## src/rtl/irpcu_pkg.sv

```systemverilog
// Shared types, constants and helpers for the infrared pulse-code unpacker.
// Used by irpcu_table, irpcu_seq and ir_pulse_code_unpacker_top; no dependencies.
package irpcu_pkg;

  // Default number of on/off pairs held in the time table.
  localparam int unsigned TablePairsDef = 16;

  // Field widths.
  localparam int unsigned SlotW   = 5;
  localparam int unsigned WordW   = 16;
  localparam int unsigned ByteW   = 8;
  localparam int unsigned WidthW  = 3;
  localparam int unsigned CountW  = 8;
  localparam int unsigned IndexW  = 4;
  localparam int unsigned BitsW   = 4;
  localparam int unsigned S_DataW = 32;
  localparam int unsigned M_DataW = 16;

  // APB side.
  localparam int unsigned AddrW = 3;
  localparam int unsigned PDataW = 32;

  // Register indexes, decoded from paddr bit 2.
  localparam logic RegBitsPerIndex = 1'b0;
  localparam logic RegPairCount    = 1'b1;

  // Register reset values.
  localparam logic [WidthW-1:0] BitsPerIndexRst = 3'd4;
  localparam logic [CountW-1:0] PairCountRst    = 8'd1;

  // Command codes carried in the slave tuser.
  localparam logic CmdTable = 1'b0;
  localparam logic CmdCode  = 1'b1;

  // Ticks of ten microseconds to microseconds, wrapped to 16 bits.
  function automatic logic [WordW-1:0] times_ten(input logic [WordW-1:0] ticks);
    return (ticks << 3) + (ticks << 1);
  endfunction

  // Index width as used: zero acts as one, above four acts as four.
  function automatic logic [WidthW-1:0] clamp_width(input logic [WidthW-1:0] w);
    logic [WidthW-1:0] r;
    r = w;
    if (w == '0) r = 3'd1;
    else if (w > 3'd4) r = 3'd4;
    return r;
  endfunction

endpackage

```

## src/rtl/ir_pulse_code_unpacker_top.sv

```systemverilog
// Top level of the infrared pulse-code unpacker: APB registers, stream ports.
// Depends on irpcu_pkg, irpcu_table and irpcu_seq.
//
//   Channel  Dir  Handshake         Payload
//   s_axis   in   s_tvalid/tready   tuser: command; tdata: slot, word, code byte
//   m_axis   out  m_tvalid/tready   tuser: is_gap; tdata: duration_us; tlast
//   apb      in   psel/penable      bits_per_index at 0x0, pair_count at 0x4
//
// A table beat leaves the sequencer idle, so table beats can follow back to back. A code
// byte keeps the input closed for its eight bit steps plus its ST_RD_ON and ST_RD_OFF
// states for each completed pair (one table read each for on and off), and the next beat
// is taken once the sequencer is back in idle. The single bit-step unit and the one
// table read port set this. Finishing a code stops the byte early. Reset clears the
// sequencer and the registers; the time table is not cleared. A stalled output holds
// the sequencer in its read state and input is not taken until the byte is done.
module ir_pulse_code_unpacker_top #(
  parameter int unsigned TABLE_PAIRS = irpcu_pkg::TablePairsDef
) (
  input  logic                          clk_i,
  input  logic                          rst_ni,
  // Slave stream.
  input  logic                          s_tvalid_i,
  output logic                          s_tready_o,
  // tdata: table_slot[4:0], table_word[20:5], code_byte[28:21], zero[31:29]
  input  logic [irpcu_pkg::S_DataW-1:0] s_tdata_i,
  // tuser: command[0]
  input  logic                          s_tuser_i,
  // Master stream.
  output logic                          m_tvalid_o,
  input  logic                          m_tready_i,
  // tdata: duration_us[15:0]
  output logic [irpcu_pkg::M_DataW-1:0] m_tdata_o,
  // tuser: is_gap[0]
  output logic                          m_tuser_o,
  output logic                          m_tlast_o,
  // Configuration.
  input  logic                          psel,
  input  logic                          penable,
  input  logic                          pwrite,
  input  logic [irpcu_pkg::AddrW-1:0]   paddr,
  input  logic [irpcu_pkg::PDataW-1:0]  pwdata,
  output logic [irpcu_pkg::PDataW-1:0]  prdata,
  output logic                          pready
);
  import irpcu_pkg::*;

  localparam int unsigned AddrBits = $clog2(2 * TABLE_PAIRS);

  logic [WidthW-1:0] bits_per_index_q;
  logic [CountW-1:0] pair_count_q;
  logic              cfg_wr;
  logic              reg_sel;

  logic              tab_we;
  logic [SlotW-1:0]  tab_wslot;
  logic [WordW-1:0]  tab_wdata;
  logic              tab_re;
  logic [AddrBits-1:0] tab_raddr;
  logic [WordW-1:0]  tab_rdata;

  // Register file write and read.
  assign pready  = 1'b1;
  assign reg_sel = paddr[2];
  assign cfg_wr  = psel && penable && pwrite;

  always_ff @(posedge clk_i or negedge rst_ni) begin
    if (!rst_ni) begin
      bits_per_index_q <= BitsPerIndexRst;
      pair_count_q     <= PairCountRst;
    end else if (cfg_wr) begin
      if (reg_sel == RegBitsPerIndex) begin
        bits_per_index_q <= pwdata[WidthW-1:0];
      end else begin
        pair_count_q <= pwdata[CountW-1:0];
      end
    end
  end

  always_comb begin
    case (reg_sel)
      RegBitsPerIndex: prdata = {{(PDataW-WidthW){1'b0}}, bits_per_index_q};
      RegPairCount:    prdata = {{(PDataW-CountW){1'b0}}, pair_count_q};
      default:         prdata = '0;
    endcase
  end

  irpcu_table #(
    .TABLE_PAIRS (TABLE_PAIRS),
    .AddrBits    (AddrBits)
  ) u_table (
    .clk_i   (clk_i),
    .we_i    (tab_we),
    .wslot_i (tab_wslot),
    .wdata_i (tab_wdata),
    .re_i    (tab_re),
    .raddr_i (tab_raddr),
    .rdata_o (tab_rdata)
  );

  irpcu_seq #(
    .TABLE_PAIRS (TABLE_PAIRS),
    .AddrBits    (AddrBits)
  ) u_seq (
    .clk_i            (clk_i),
    .rst_ni           (rst_ni),
    .bits_per_index_i (bits_per_index_q),
    .pair_count_i     (pair_count_q),
    .s_tvalid_i       (s_tvalid_i),
    .s_tready_o       (s_tready_o),
    .s_cmd_i          (s_tuser_i),
    .s_slot_i         (s_tdata_i[4:0]),
    .s_word_i         (s_tdata_i[20:5]),
    .s_byte_i         (s_tdata_i[28:21]),
    .tab_we_o         (tab_we),
    .tab_wslot_o      (tab_wslot),
    .tab_wdata_o      (tab_wdata),
    .tab_re_o         (tab_re),
    .tab_raddr_o      (tab_raddr),
    .tab_rdata_i      (tab_rdata),
    .m_tvalid_o       (m_tvalid_o),
    .m_tready_i       (m_tready_i),
    .m_duration_o     (m_tdata_o),
    .m_gap_o          (m_tuser_o),
    .m_last_o         (m_tlast_o)
  );

endmodule

```

## src/rtl/irpcu_table.sv

```systemverilog
// Time table memory: one write port, one registered read port.
// Depends on irpcu_pkg for field widths.
module irpcu_table #(
  parameter int unsigned TABLE_PAIRS = irpcu_pkg::TablePairsDef,
  parameter int unsigned AddrBits    = $clog2(2 * TABLE_PAIRS)
) (
  input  logic                        clk_i,
  input  logic                        we_i,
  input  logic [irpcu_pkg::SlotW-1:0] wslot_i,
  input  logic [irpcu_pkg::WordW-1:0] wdata_i,
  input  logic                        re_i,
  input  logic [AddrBits-1:0]         raddr_i,
  output logic [irpcu_pkg::WordW-1:0] rdata_o
);
  import irpcu_pkg::*;

  localparam int unsigned TableWords = 2 * TABLE_PAIRS;
  localparam int unsigned SlotCount  = 2 ** SlotW;

  logic [WordW-1:0]    mem_q [TableWords];
  logic [WordW-1:0]    rdata_q;
  logic [AddrBits-1:0] slot_lut [SlotCount];

  // Slot number folded onto the table depth, worked out at elaboration.
  for (genvar g = 0; g < SlotCount; g++) begin : g_slot
    assign slot_lut[g] = AddrBits'(g % TableWords);
  end

  // Write port.
  always_ff @(posedge clk_i) begin
    if (we_i) begin
      mem_q[slot_lut[wslot_i]] <= wdata_i;
    end
  end

  // Registered read port; the data holds until the next read.
  always_ff @(posedge clk_i) begin
    if (re_i) begin
      rdata_q <= mem_q[raddr_i];
    end
  end

  assign rdata_o = rdata_q;

endmodule

```

## src/rtl/irpcu_seq.sv

```systemverilog
// Bit sequencer: walks a code byte one bit per cycle outside pair reads, collects pair
// indexes, reads the time table and drives the output register. Depends on irpcu_pkg.
module irpcu_seq #(
  parameter int unsigned TABLE_PAIRS = irpcu_pkg::TablePairsDef,
  parameter int unsigned AddrBits    = $clog2(2 * TABLE_PAIRS)
) (
  input  logic                          clk_i,
  input  logic                          rst_ni,
  // Configuration.
  input  logic [irpcu_pkg::WidthW-1:0]  bits_per_index_i,
  input  logic [irpcu_pkg::CountW-1:0]  pair_count_i,
  // Input beats.
  input  logic                          s_tvalid_i,
  output logic                          s_tready_o,
  input  logic                          s_cmd_i,
  input  logic [irpcu_pkg::SlotW-1:0]   s_slot_i,
  input  logic [irpcu_pkg::WordW-1:0]   s_word_i,
  input  logic [irpcu_pkg::ByteW-1:0]   s_byte_i,
  // Table port.
  output logic                          tab_we_o,
  output logic [irpcu_pkg::SlotW-1:0]   tab_wslot_o,
  output logic [irpcu_pkg::WordW-1:0]   tab_wdata_o,
  output logic                          tab_re_o,
  output logic [AddrBits-1:0]           tab_raddr_o,
  input  logic [irpcu_pkg::WordW-1:0]   tab_rdata_i,
  // Output beats.
  output logic                          m_tvalid_o,
  input  logic                          m_tready_i,
  output logic [irpcu_pkg::WordW-1:0]   m_duration_o,
  output logic                          m_gap_o,
  output logic                          m_last_o
);
  import irpcu_pkg::*;

  localparam int unsigned PairBits   = AddrBits - 1;
  localparam int unsigned IndexCount = 2 ** IndexW;

  typedef enum logic [1:0] {
    ST_IDLE,
    ST_SHIFT,
    ST_RD_ON,
    ST_RD_OFF
  } state_e;

  state_e              state_q, state_d;
  logic [ByteW-1:0]    held_q, held_d;
  logic [BitsW-1:0]    bits_left_q, bits_left_d;
  logic [IndexW-1:0]   pidx_q, pidx_d;
  logic [WidthW-1:0]   pbits_q, pbits_d;
  logic [CountW-1:0]   pairs_done_q, pairs_done_d;
  logic [PairBits-1:0] pair_q, pair_d;
  logic                fin_q, fin_d;
  logic                m_tvalid_q, m_tvalid_d;
  logic [WordW-1:0]    m_duration_q, m_duration_d;
  logic                m_gap_q, m_gap_d;
  logic                m_last_q, m_last_d;

  logic [PairBits-1:0] pair_lut [IndexCount];
  logic                accept;
  logic                out_free;
  logic [BitsW-1:0]    bl_step;
  logic                cur_bit;
  logic [IndexW-1:0]   pidx_step;
  logic [WidthW-1:0]   pbits_step;
  logic [WidthW-1:0]   width;
  logic                grp_done;
  logic [CountW-1:0]   count_step;
  logic                fin_step;
  logic [WordW-1:0]    scaled;

  // Pair index folded onto the table size, worked out at elaboration.
  for (genvar g = 0; g < IndexCount; g++) begin : g_pair
    assign pair_lut[g] = PairBits'(g % TABLE_PAIRS);
  end

  assign accept   = s_tvalid_i && (state_q == ST_IDLE);
  assign out_free = !m_tvalid_q || m_tready_i;

  // One bit step of the shared unit.
  assign width      = clamp_width(bits_per_index_i);
  assign bl_step    = bits_left_q - 4'd1;
  assign cur_bit    = held_q[bl_step[2:0]];
  assign pidx_step  = {pidx_q[IndexW-2:0], cur_bit};
  assign pbits_step = pbits_q + 3'd1;
  assign grp_done   = (pbits_step >= width);
  assign count_step = pairs_done_q + 8'd1;
  assign fin_step   = (count_step == pair_count_i);

  // Shared scaling unit for both durations of a pair.
  assign scaled = times_ten(tab_rdata_i);

  // Table writes pass straight through on an accepted table beat.
  assign tab_we_o    = accept && (s_cmd_i == CmdTable);
  assign tab_wslot_o = s_slot_i;
  assign tab_wdata_o = s_word_i;

  // Sequencer next-state logic.
  always_comb begin
    state_d      = state_q;
    held_d       = held_q;
    bits_left_d  = bits_left_q;
    pidx_d       = pidx_q;
    pbits_d      = pbits_q;
    pairs_done_d = pairs_done_q;
    pair_d       = pair_q;
    fin_d        = fin_q;
    m_tvalid_d   = m_tvalid_q && !m_tready_i;
    m_duration_d = m_duration_q;
    m_gap_d      = m_gap_q;
    m_last_d     = m_last_q;
    tab_re_o     = 1'b0;
    tab_raddr_o  = {pair_q, 1'b0};

    case (state_q)
      ST_IDLE: begin
        if (accept && (s_cmd_i == CmdCode)) begin
          held_d      = s_byte_i;
          bits_left_d = 4'd8;
          state_d     = ST_SHIFT;
        end
      end
      ST_SHIFT: begin
        bits_left_d = bl_step;
        if (grp_done) begin
          pair_d       = pair_lut[pidx_step];
          pidx_d       = '0;
          pbits_d      = '0;
          fin_d        = fin_step;
          pairs_done_d = fin_step ? '0 : count_step;
          tab_re_o     = 1'b1;
          tab_raddr_o  = {pair_lut[pidx_step], 1'b0};
          state_d      = ST_RD_ON;
        end else begin
          pidx_d  = pidx_step;
          pbits_d = pbits_step;
          if (bl_step == '0) begin
            state_d = ST_IDLE;
          end
        end
      end
      ST_RD_ON: begin
        // On duration goes out, the off word is fetched.
        if (out_free) begin
          m_tvalid_d   = 1'b1;
          m_duration_d = scaled;
          m_gap_d      = 1'b1 ^ 1'b1;
          m_last_d     = 1'b0;
          tab_re_o     = 1'b1;
          tab_raddr_o  = {pair_q, 1'b1};
          state_d      = ST_RD_OFF;
        end
      end
      ST_RD_OFF: begin
        if (out_free) begin
          m_tvalid_d   = 1'b1;
          m_duration_d = scaled;
          m_gap_d      = 1'b1;
          m_last_d     = fin_q;
          if (fin_q || (bits_left_q == '0)) begin
            bits_left_d = '0;
            state_d     = ST_IDLE;
          end else begin
            state_d = ST_SHIFT;
          end
        end
      end
      default: begin
        state_d = ST_IDLE;
      end
    endcase
  end

  // State and registered outputs.
  always_ff @(posedge clk_i or negedge rst_ni) begin
    if (!rst_ni) begin
      state_q      <= ST_IDLE;
      held_q       <= '0;
      bits_left_q  <= '0;
      pidx_q       <= '0;
      pbits_q      <= '0;
      pairs_done_q <= '0;
      pair_q       <= '0;
      fin_q        <= 1'b0;
      m_tvalid_q   <= 1'b0;
      m_duration_q <= '0;
      m_gap_q      <= 1'b0;
      m_last_q     <= 1'b0;
    end else begin
      state_q      <= state_d;
      held_q       <= held_d;
      bits_left_q  <= bits_left_d;
      pidx_q       <= pidx_d;
      pbits_q      <= pbits_d;
      pairs_done_q <= pairs_done_d;
      pair_q       <= pair_d;
      fin_q        <= fin_d;
      m_tvalid_q   <= m_tvalid_d;
      m_duration_q <= m_duration_d;
      m_gap_q      <= m_gap_d;
      m_last_q     <= m_last_d;
    end
  end

  assign s_tready_o   = (state_q == ST_IDLE);
  assign m_tvalid_o   = m_tvalid_q;
  assign m_duration_o = m_duration_q;
  assign m_gap_o      = m_gap_q;
  assign m_last_o     = m_last_q;

endmodule
```

## config.mk

```make
export PLATFORM = sky130hd
export DESIGN_NAME = ir_pulse_code_unpacker_top
export DESIGN_NICKNAME = d
export VERILOG_FILES = /design/src/rtl/irpcu_pkg.sv /design/src/rtl/ir_pulse_code_unpacker_top.sv /design/src/rtl/irpcu_table.sv /design/src/rtl/irpcu_seq.sv
export SDC_FILE = /design/constraint.sdc
export NUM_CORES = 1
export LEC_CHECK = 0
export BUFFER_PORTS_ARGS = -buffer_cell sky130_fd_sc_hd__buf_2
export CORE_ASPECT_RATIO = 0.6
export CORE_UTILIZATION = 35
export CTS_CLUSTER_SIZE = 10
export DETAILED_ROUTE_END_ITERATION = 10
export GPL_ROUTABILITY_DRIVEN = 1
export PLACE_DENSITY = 0.51
export RECOVER_POWER = 100
export SYNTH_ARGS = -nofsm -noshare
export SYNTH_HDL_FRONTEND = slang
export SYNTH_HIERARCHICAL = 1
export SYNTH_SLANG_ARGS = --single-unit
```

## constraint.sdc

```tcl
create_clock -name clk_i -period 3.5 [get_ports clk_i]
set_input_delay 0.175 -clock clk_i [delete_from_list [all_inputs] [get_ports clk_i]]
set_output_delay 0.175 -clock clk_i [all_outputs]
set_load 0.02 [all_outputs]
```

### Yosys cells after proc, flatten, opt, wreduce, memory -nomap -nowiden

Memories as Yosys holds them, arrays and structs flattened. A register that Yosys moved wholly into a read port is not among the register bits.
Index checks and enable logic that the tools add are counted.
W data, S select, Z words.

* $add $sub $neg: 4
* $lt $le $gt $ge: 5
* eq/ne operators: 9
* muxes and demuxes: 38
* bitwise logic cells: 4
* reduce and logical (&&, ||, !) cells: 25

Operators by type and width (count)
* $pmux W32 S2: 1
* $mux W4: 5
* $add A16 B16 Y16: 1
* $mux W5: 3
* $mux W1: 12
* $mux W3: 4
* $pmux W4 S3: 1
* $mux W2: 5
* $pmux W5 S2: 1
* $reduce_and A2 Y1: 5
* $add A8 B1 Y8 const B: 1
* $eq A8 B8 Y1: 1
* $logic_not A4 Y1: 2
* $mux W8: 1
* $ne A2 B1 Y1 const B: 4
* $pmux W2 S4: 1
* $reduce_and A4 Y1: 2
* $ge A6 B6 Y1 const B: 1
* $logic_and A1 B1 Y1: 6
* $not A5 Y6: 1
* $pmux W1 S2: 3
* $ge A5 B5 Y1 const B: 1
* $not A4 Y5: 1
* $eq A2 B2 Y1 const B: 2
* other kinds (17): 20

* register bits: 63
* bits in writable memories: 512
* ROM bits: 224
* input bits: 75
* output and inout bits: 53
* word-level logic and storage cells: 102
* memories kept: 3

Memory list
* u_table.mem_q: words 32, width 16, rd ports 1, clocked after memory_dff 1, wr ports 1, line irpcu_table.sv:20 `logic [WordW-1:0] mem_q [TableWords];`
* (name not given): words 32, width 5, rd ports 1, clocked after memory_dff 0, wr ports 0, line irpcu_table.sv:32 `mem_q[slot_lut[wslot_i]] <= wdata_i;`
* (name not given): words 16, width 4, rd ports 1, clocked after memory_dff 0, wr ports 0, line irpcu_seq.sv:125 `pair_d = pair_lut[pidx_step];`

### Logic depth before layout (Yosys ltp)

Gate-level depths: netlist (run 1).

* depth in word-level cells: 9
* gate-level depth with buffers: 16
* mapped depth without buffers: 14

### Modules after synthesis

The synthesis (run 1) kept the hierarchy.

Modules (own cells, without submodules)
* irpcu_table: times used 1, cells an instance 1143, area an instance 20694.8 sq um, seq. area each 15855.2 sq um
* irpcu_seq: times used 1, cells an instance 356, area an instance 3390.8 sq um, seq. area each 1276.2 sq um
* ir_pulse_code_unpacker_top: times used 1, cells an instance 60, area an instance 718.2 sq um, seq. area each 277.8 sq um

### Least setup slack after synthesis (run 1)

Ideal clock, no wire load.

* path type: register to register
* start point: register u_seq.pbits_q[0]
* end point: register u_table.rdata_q[11], in the netlist u_table/rdata_o[11], read port of u_table.mem_q (data pin)
* setup time: 263 ps
* arrival time: 2756 ps
* required time: 3237 ps
* slack: 481 ps
* cell stages (with the launch flop): 13
* path buffers: 2
* period minus slack after synthesis: 3019 ps
* cells stage by stage: dfrtp_1 -> ha_1 -> ha_1 -> a21o_1 -> a21oi_2 -> a22oi_1 -> o21ai_1 -> and2_1 -> buf_4 -> clkbuf_1 -> a21oi_1 -> a31oi_1 -> nand3_1

* longest elaborated chain between the ends: 4
* elaborated cells between the ends (all ways): 6
* those cells by class: add/sub (1); order compare (1); mux (4)

Ends and longest elaborated chain
* start: declaration: line irpcu_seq.sv:49 `logic [WidthW-1:0] pbits_q, pbits_d;`
* start signal: assignment: line irpcu_seq.sv:193 `pbits_q <= pbits_d;`
* $add A3 B1 Y3: line irpcu_seq.sv:84 `assign pbits_step = pbits_q + 3'd1;`
* $ge A3 B3 Y1: line irpcu_seq.sv:85 `assign grp_done = (pbits_step >= width);`
* $mux W5: line irpcu_seq.sv:124 `if (grp_done) begin`
* $pmux W5 S2: line irpcu_seq.sv:114 `case (state_q)`
* via tab_raddr[2]: line ir_pulse_code_unpacker_top.sv:58 `logic [AddrBits-1:0] tab_raddr;`
* end: declaration: line irpcu_table.sv:21 `logic [WordW-1:0] rdata_q;`

The timed path passes the listed nets, and every way through them passes these cells.
A chain may end at the register's enable or synchronous reset.

### Worst setup path in the final report (run 1)

* start point: register u_seq.pbits_q[1]
* end point: register u_table.rdata_q[6], in the netlist u_table/rdata_o[6], read port of u_table.mem_q (data pin)

Same word-level chain as after synthesis.

==> metrics.txt, run 1 <==
status=complete, but fails checks; failing checks=capacitance limit, slew limit; Critical Path RT=approximately 3800 ps; final worst slack=between 90 and 100 ps; Comb pwr share=a little over a third; first-pass GRT wire length=81,800 µm; crit path capture type=flip-flop; Final Hold Fails=0; P_leak=a little under 9 nW; GP Congestion=0.784; Layout area overhead=14.1%; Max Freq=294 MHz; Die Wd=~340 µm; worst reg2reg setup slack=around 93 ps; DRC viols=0; relative slew slack=-58.8%; Final min period=~3400 ps; Pwr Total=~22 mW; CTS Buf Count=61; Clock Skews=about 20 ps; drt first pass iters=5; clock sink count=roughly 560; Tot GR Track Use=16.1%; worst r2r src=u_seq/pbits_q[1]; Initial DRC Count=roughly 1,000; port bufs=71; number of I/O pins=roughly 130; Rows=between 70 and 80; fin cells=between 2,000 and 3,000; largest net degree at the start of global routing=43; Final Setup Violations=0; clock insertion delay at the later pin of the skew report=620 ps; Max Cap Violations=1; Avg Synthesized Cell Area=around 16 µm²; Hold WS=~180 ps; vias after detailed routing=~13,000; Final ANT Viol Nets=0; DP Area=~0.025 mm²; Core Box Area=roughly 0.066 mm²; Slew @ Worst Pin=roughly 2400 ps; vias in the first global route=approximately 13,000; wire per inst=roughly 22 µm; Worst Setup Path Type=reg -> reg; path depth of the worst reg2reg path=16; most frequent cells in the layout=edfxtp_1 (495), mux2i_1 (242), nand2_1 (78); sequential power share=37.9%; Via density=roughly 5.1; Total Wirelength=about 56,000 µm; fin util=approximately 40%; period utilization=a little over nine tenths; Worst Hold Class=in -> reg; commonest non-fill, non-tap cell in the layout=edfxtp_1; # diodes=0; hpwl dp=35,800 µm; root buffer cell=clkbuf_16; CTS max path bufs=3; switching share of power=34.7%; placed cells=about 2,500; Final Cell Area=about 0.027 mm²; Post-Syn Area=~0.024 mm²; Worst Hold Depth=3; cell internal pwr=14.1 mW; Crit Path Max Fanout=8; Max Slew Vio Count=43; Nets=1,745; pwr/cell area=~800 mW/mm²; yosys warns=6; clock-pin slew on the worst setup and hold paths=roughly 60 ps; Clk pwr share=between 20% and 30%; Hold Path Sink=u_table/mem_q[20][1]; Net Sw Power=7.48 mW; htree depth=2; GRT overflow=0; dpl ws=-21.9 ps; Hold Crit Start=s_tdata_i[2]; Die Area=0.0684 mm²; Die Height=~200 µm; Starting Density=35.5%; post-route setup TNS=0 ps; initial antenna violation count=0; post-synthesis cell count=about 1,500; CP Launch Type=flip-flop; Peak VDD IR=473 µV; RR Endpoint=u_table/rdata_o[6]; share of cells above drive strength 1=14.1%; CTS tree=yes; Crit path arrival time=3740 ps
## critical path, cell delays in order, from the launching register on
cell and delay [ps]:
dfrtp_1 380, ha_1 310, ha_1 290, a21o_1 230, a21o_1 210, buf_6 150, nand2_1 90, a2bb2oi_2 160
o21ai_2 80, buf_4 160, nor2b_4 160, buf_8 160, buf_12 150, a22o_1 140, nor3_1 60, a31oi_1 270
nand3_1 120
## how the worst max path moves through the flow
stage / start / end / slack, ps / cells past startpoint
2_1_floorplan: u_seq/pbits_q[0] / u_table/rdata_o[10] / 490 / 12
3_3_place_gp: u_seq/pbits_q[0] / u_table/rdata_o[12] / 30 / 13
3_5_place_dp: u_seq/pbits_q[0] / u_table/rdata_o[13] / -20 / 13
4_1_cts: bits_per_index_q[2] / u_table/rdata_o[9] / 0.7 / 16
5_1_grt: u_seq/pbits_q[1] / u_table/rdata_o[14] / -30 / 15
6_report: u_seq/pbits_q[1] / u_table/rdata_o[6] / 90 / 16
## power groups by stage
stage / sequential (mW) / combinational, mW / clock (mW)
2_1_floorplan: 8.23 / 4.92 / 0
3_3_place_gp: 8.28 / 7.38 / 0
3_5_place_dp: 8.28 / 7.46 / 0
4_1_cts: 8.16 / 7.51 / 5.77
5_1_grt: 8.22 / 8.48 / 6.03
6_report: 8.17 / 7.78 / 5.61
## cell type report
type / count / area, µm²
repair buffers: 187 / 1350
clock inverters: 3 / 37.5
multi-input cells: 827 / 6280
clock buffers: 83 / 1620
fillers: 6098 / 39500
flip-flops and latches: 557 / 16400
well taps: 900 / 1130
inverters: 12 / 52.6
## flip-flops by register name, summed over array words and instances (netlist names), named ones only
register            count
u_table/mem_q         480
u_seq/m_last_o          1
u_seq/held_q            8
u_seq/m_gap_o           1
u_table/rdata_o        15
u_seq/pidx_q            3
u_seq/fin_q             1
bits_per_index_q        3
u_seq/pbits_q           3
u_seq/pairs_done_q      8
u_seq/m_duration_o     15
pair_count_q            8
u_seq/m_tvalid_o        1
u_seq/state_q           1
u_seq/pair_q            4
u_seq/bits_left_q       4
## routing by layer
layer  up-vias  routed length (µm)  track usage, %
met3        65                3070            2.65
li1       6022                   -               -
met2       292               22200            21.4
met5         -                   0               0
met1      6708               29800            26.8
met4         0                 739            3.02
## what timing repair did
item | in CTS | in global routing
gates cloned | 0 | 3
pin swaps | 0 | 7
hold endpoints to repair | 61 | 0
hold buffers | 21 | 0
setup endpoints to repair | 3 | 15
setup buffers | 0 | 3
resized for setup | 1 | 13
(Power assumes the default switching activity.)
==> run 2, diff against run 1 <==
CTS_BUF_LIST = sky130_fd_sc_hd__clkbuf_8   (was not set)
GPL_ROUTABILITY_DRIVEN = not set   (was 1)
PLACE_DENSITY = 0.53   (was 0.51)
clock period = 3.1 ns   (was 3.5 ns; I/O delays follow)
==> run 2 against run 1 <==
Against the previous run:
- the run ends with capacitance limit, slew limit, setup timing left
- clock skew grew 9.1 ps
- non-clock buffer count grew 39
- critical path depth shrank 1
- flip-flop and latch count is the same
- first-iteration DRC count grew 10%
- via count grew 2.5%
- power grew 15%
- clock-buffer cell count grew 1
- clock power shrank 3.7%
- largest cell class unchanged
- largest power group is now combinational cells
- highest routed layer unchanged
==> metrics.txt, run 2 (synthesis results as in run 1) <==
share of cells above drive strength 1=19.5% (+5.5 points); Slew @ Worst Pin=1570 ps (-812 ps); worst r2r src=u_seq/pbits_q[1]; period utilization=101% (+4.1 points); worst reg2reg setup slack=-40 ps (-140 ps); status=complete, but fails checks; Via density=5.04 (-0.97%); failing checks=capacitance limit, slew limit, setup timing; layout filler cell count=6,011 (-1.4%); Die Area=0.0684 mm² (unchanged); Clock Skews=28.6 ps (+9.09 ps); Core Box Area=0.0664 mm² (unchanged); GRT overflow=0 (unchanged); largest net degree at the start of global routing=51 (+19%); RSZ-0062 raised after global routing=yes; Total Wirelength=56,600 µm (+1.6%); CTS Buf Count=81 (+33%); P_leak=9.15 nW (+4.3%); CTS max path bufs=3 (unchanged); dpl ws=-348 ps (-326 ps); clock-pin slew on the worst setup and hold paths=60 ps (about the same); hpwl dp=36,600 µm (+2.0%); Pwr Total=24.8 mW (+15%); Worst Hold Class=in -> reg; Critical Path RT=3480 ps (-360 ps); pwr/cell area=903 mW/mm² (+13%); Layout area overhead=16.7%; relative slew slack=-4.59% (+54 points); Tot GR Track Use=16.5% (+0.47 points); RR Endpoint=u_table/rdata_o[14]; number of I/O pins=128 (unchanged); commonest non-fill, non-tap cell in the layout=edfxtp_1; vias after detailed routing=13,400 (+2.5%); Max Freq=318 MHz (+8.3%); GP Congestion=0.794 (+1.3%); initial antenna violation count=0 (unchanged); Worst Hold Depth=3 (unchanged); CTS tree=yes; path depth of the worst reg2reg path=15 (-1); Final Hold Fails=0 (unchanged); CP Launch Type=flip-flop; # diodes=0 (unchanged); vias in the first global route=13,100 (+3.9%); root buffer cell=clkbuf_8; Hold Crit Start=s_tdata_i[4]; Worst Setup Path Type=reg -> reg; Rows=73 (unchanged); Initial DRC Count=1,142 (+10%); clock sink count=557 (unchanged); Crit path arrival time=3530 ps (-210 ps); wire per inst=21.3 µm (-1.9%); DRC viols=0 (unchanged); final worst slack=-44.1 ps (-137 ps); clock insertion delay at the later pin of the skew report=660 ps (+40 ps); Max Slew Vio Count=66 (+53%); Die Wd=337 µm (unchanged); max FFs per register=480 (unchanged); crit path capture type=flip-flop; drt first pass iters=5 (unchanged); Die Height=203 µm (unchanged); Peak VDD IR=525 µV (+11%); Final min period=3140 ps (-263 ps); port bufs=71 (unchanged); htree depth=3 (+1); Nets=1,804 (+3.4%); Max Cap Violations=4 (+3); first-pass GRT wire length=83,800 µm (+2.5%); Crit Path Max Fanout=7 (-1); Final Setup Violations=10 (+10); Starting Density=35.5% (unchanged); Final ANT Viol Nets=0 (unchanged); Hold Path Sink=u_table/mem_q[16][0]; most frequent cells in the layout=edfxtp_1 (495), mux2i_1 (242), buf_4 (85)
==> run 2: worst max-delay path: stages, from the launching register on <==
cell	delay, ps
dfrtp_1	380
ha_1	310
ha_1	280
a21o_1	200
a21o_1	230
nand2_2	90
a2bb2oi_2	170
o21ai_4	90
buf_6	140
nor2_4	130
buf_12	140
buf_12	140
buf_4	140
nand2_1	100
a31oi_2	200
nand3_1	110
==> run 2: cell type report <==
type                    instances  area, µm²  area share (%)
well taps                     900       1130            4.10
flip-flops and latches        557      16400            59.7
multi-input cells             827       6520            23.7
clock buffers                  84       1160            4.21
inverters                      12       52.6           0.191
clock inverters                54        269           0.978
repair buffers                226       1950            7.09
==> run 2: worst max-delay path by stage <==
| stage | startpoint | endpoint | slack, ps | cells after the start |
|---|---|---|---|---|
| after global routing | u_seq/pbits_q[1] | u_table/rdata_o[14] | -150 | 15 |
| after detailed placement | bits_per_index_q[2] | u_table/rdata_o[7] | -350 | 15 |
| after floorplan | u_seq/pbits_q[0] | u_table/rdata_o[10] | 90 | 12 |
| after global placement | u_seq/pbits_q[0] | u_table/rdata_o[7] | -330 | 14 |
| final | u_seq/pbits_q[1] | u_table/rdata_o[14] | -40 | 15 |
| after CTS | u_seq/pbits_q[0] | u_table/rdata_o[14] | -90 | 13 |
==> run 2: where the power goes <==
group          switching, mW  leakage, nW  internal [mW]
registers              0.419         5.23           8.78
clock network           2.80        0.823           2.60
logic                   5.76         3.11           4.47
total                   8.98         9.15           15.9
==> run 2: what timing repair did <==
item,CTS,global route
pin swaps,14,25
hold endpoints to repair,212,0
endpoints found under the setup margin,15,15
buffers inserted,10,4
gates resized for setup,29,27
cloned,1,2
hold buffers,34,0
==> run 2: stage by stage <==
| step | std cells | TNS [ps] | util [%] | hold WS [ps] | instance area [µm²] |
|---|---|---|---|---|---|
| 3_5_place_dp | 2472 | -3870 | 38.1 | 54.1 | 25300 |
| 2_1_floorplan | 1517 | 0 | - | -141 | 23600 |
| 6_report | 2660 | -286 | 41.4 | 113 | 27500 |
| 4_1_cts | 2655 | -806 | 41.2 | 5.27 | 27300 |
| 5_1_grt | 2660 | -1780 | 41.4 | 104 | 27500 |
| 3_3_place_gp | 2472 | -3780 | 38.1 | 54.4 | 25300 |
==> run 2: layer usage <==
layer	up-vias	routed length (µm)	GRT usage, %
li1	6142	-	-
met1	6850	30000	27.2
met2	369	22300	21.4
met3	58	3680	3.80
met4	0	616	3.56
met5	-	0	0
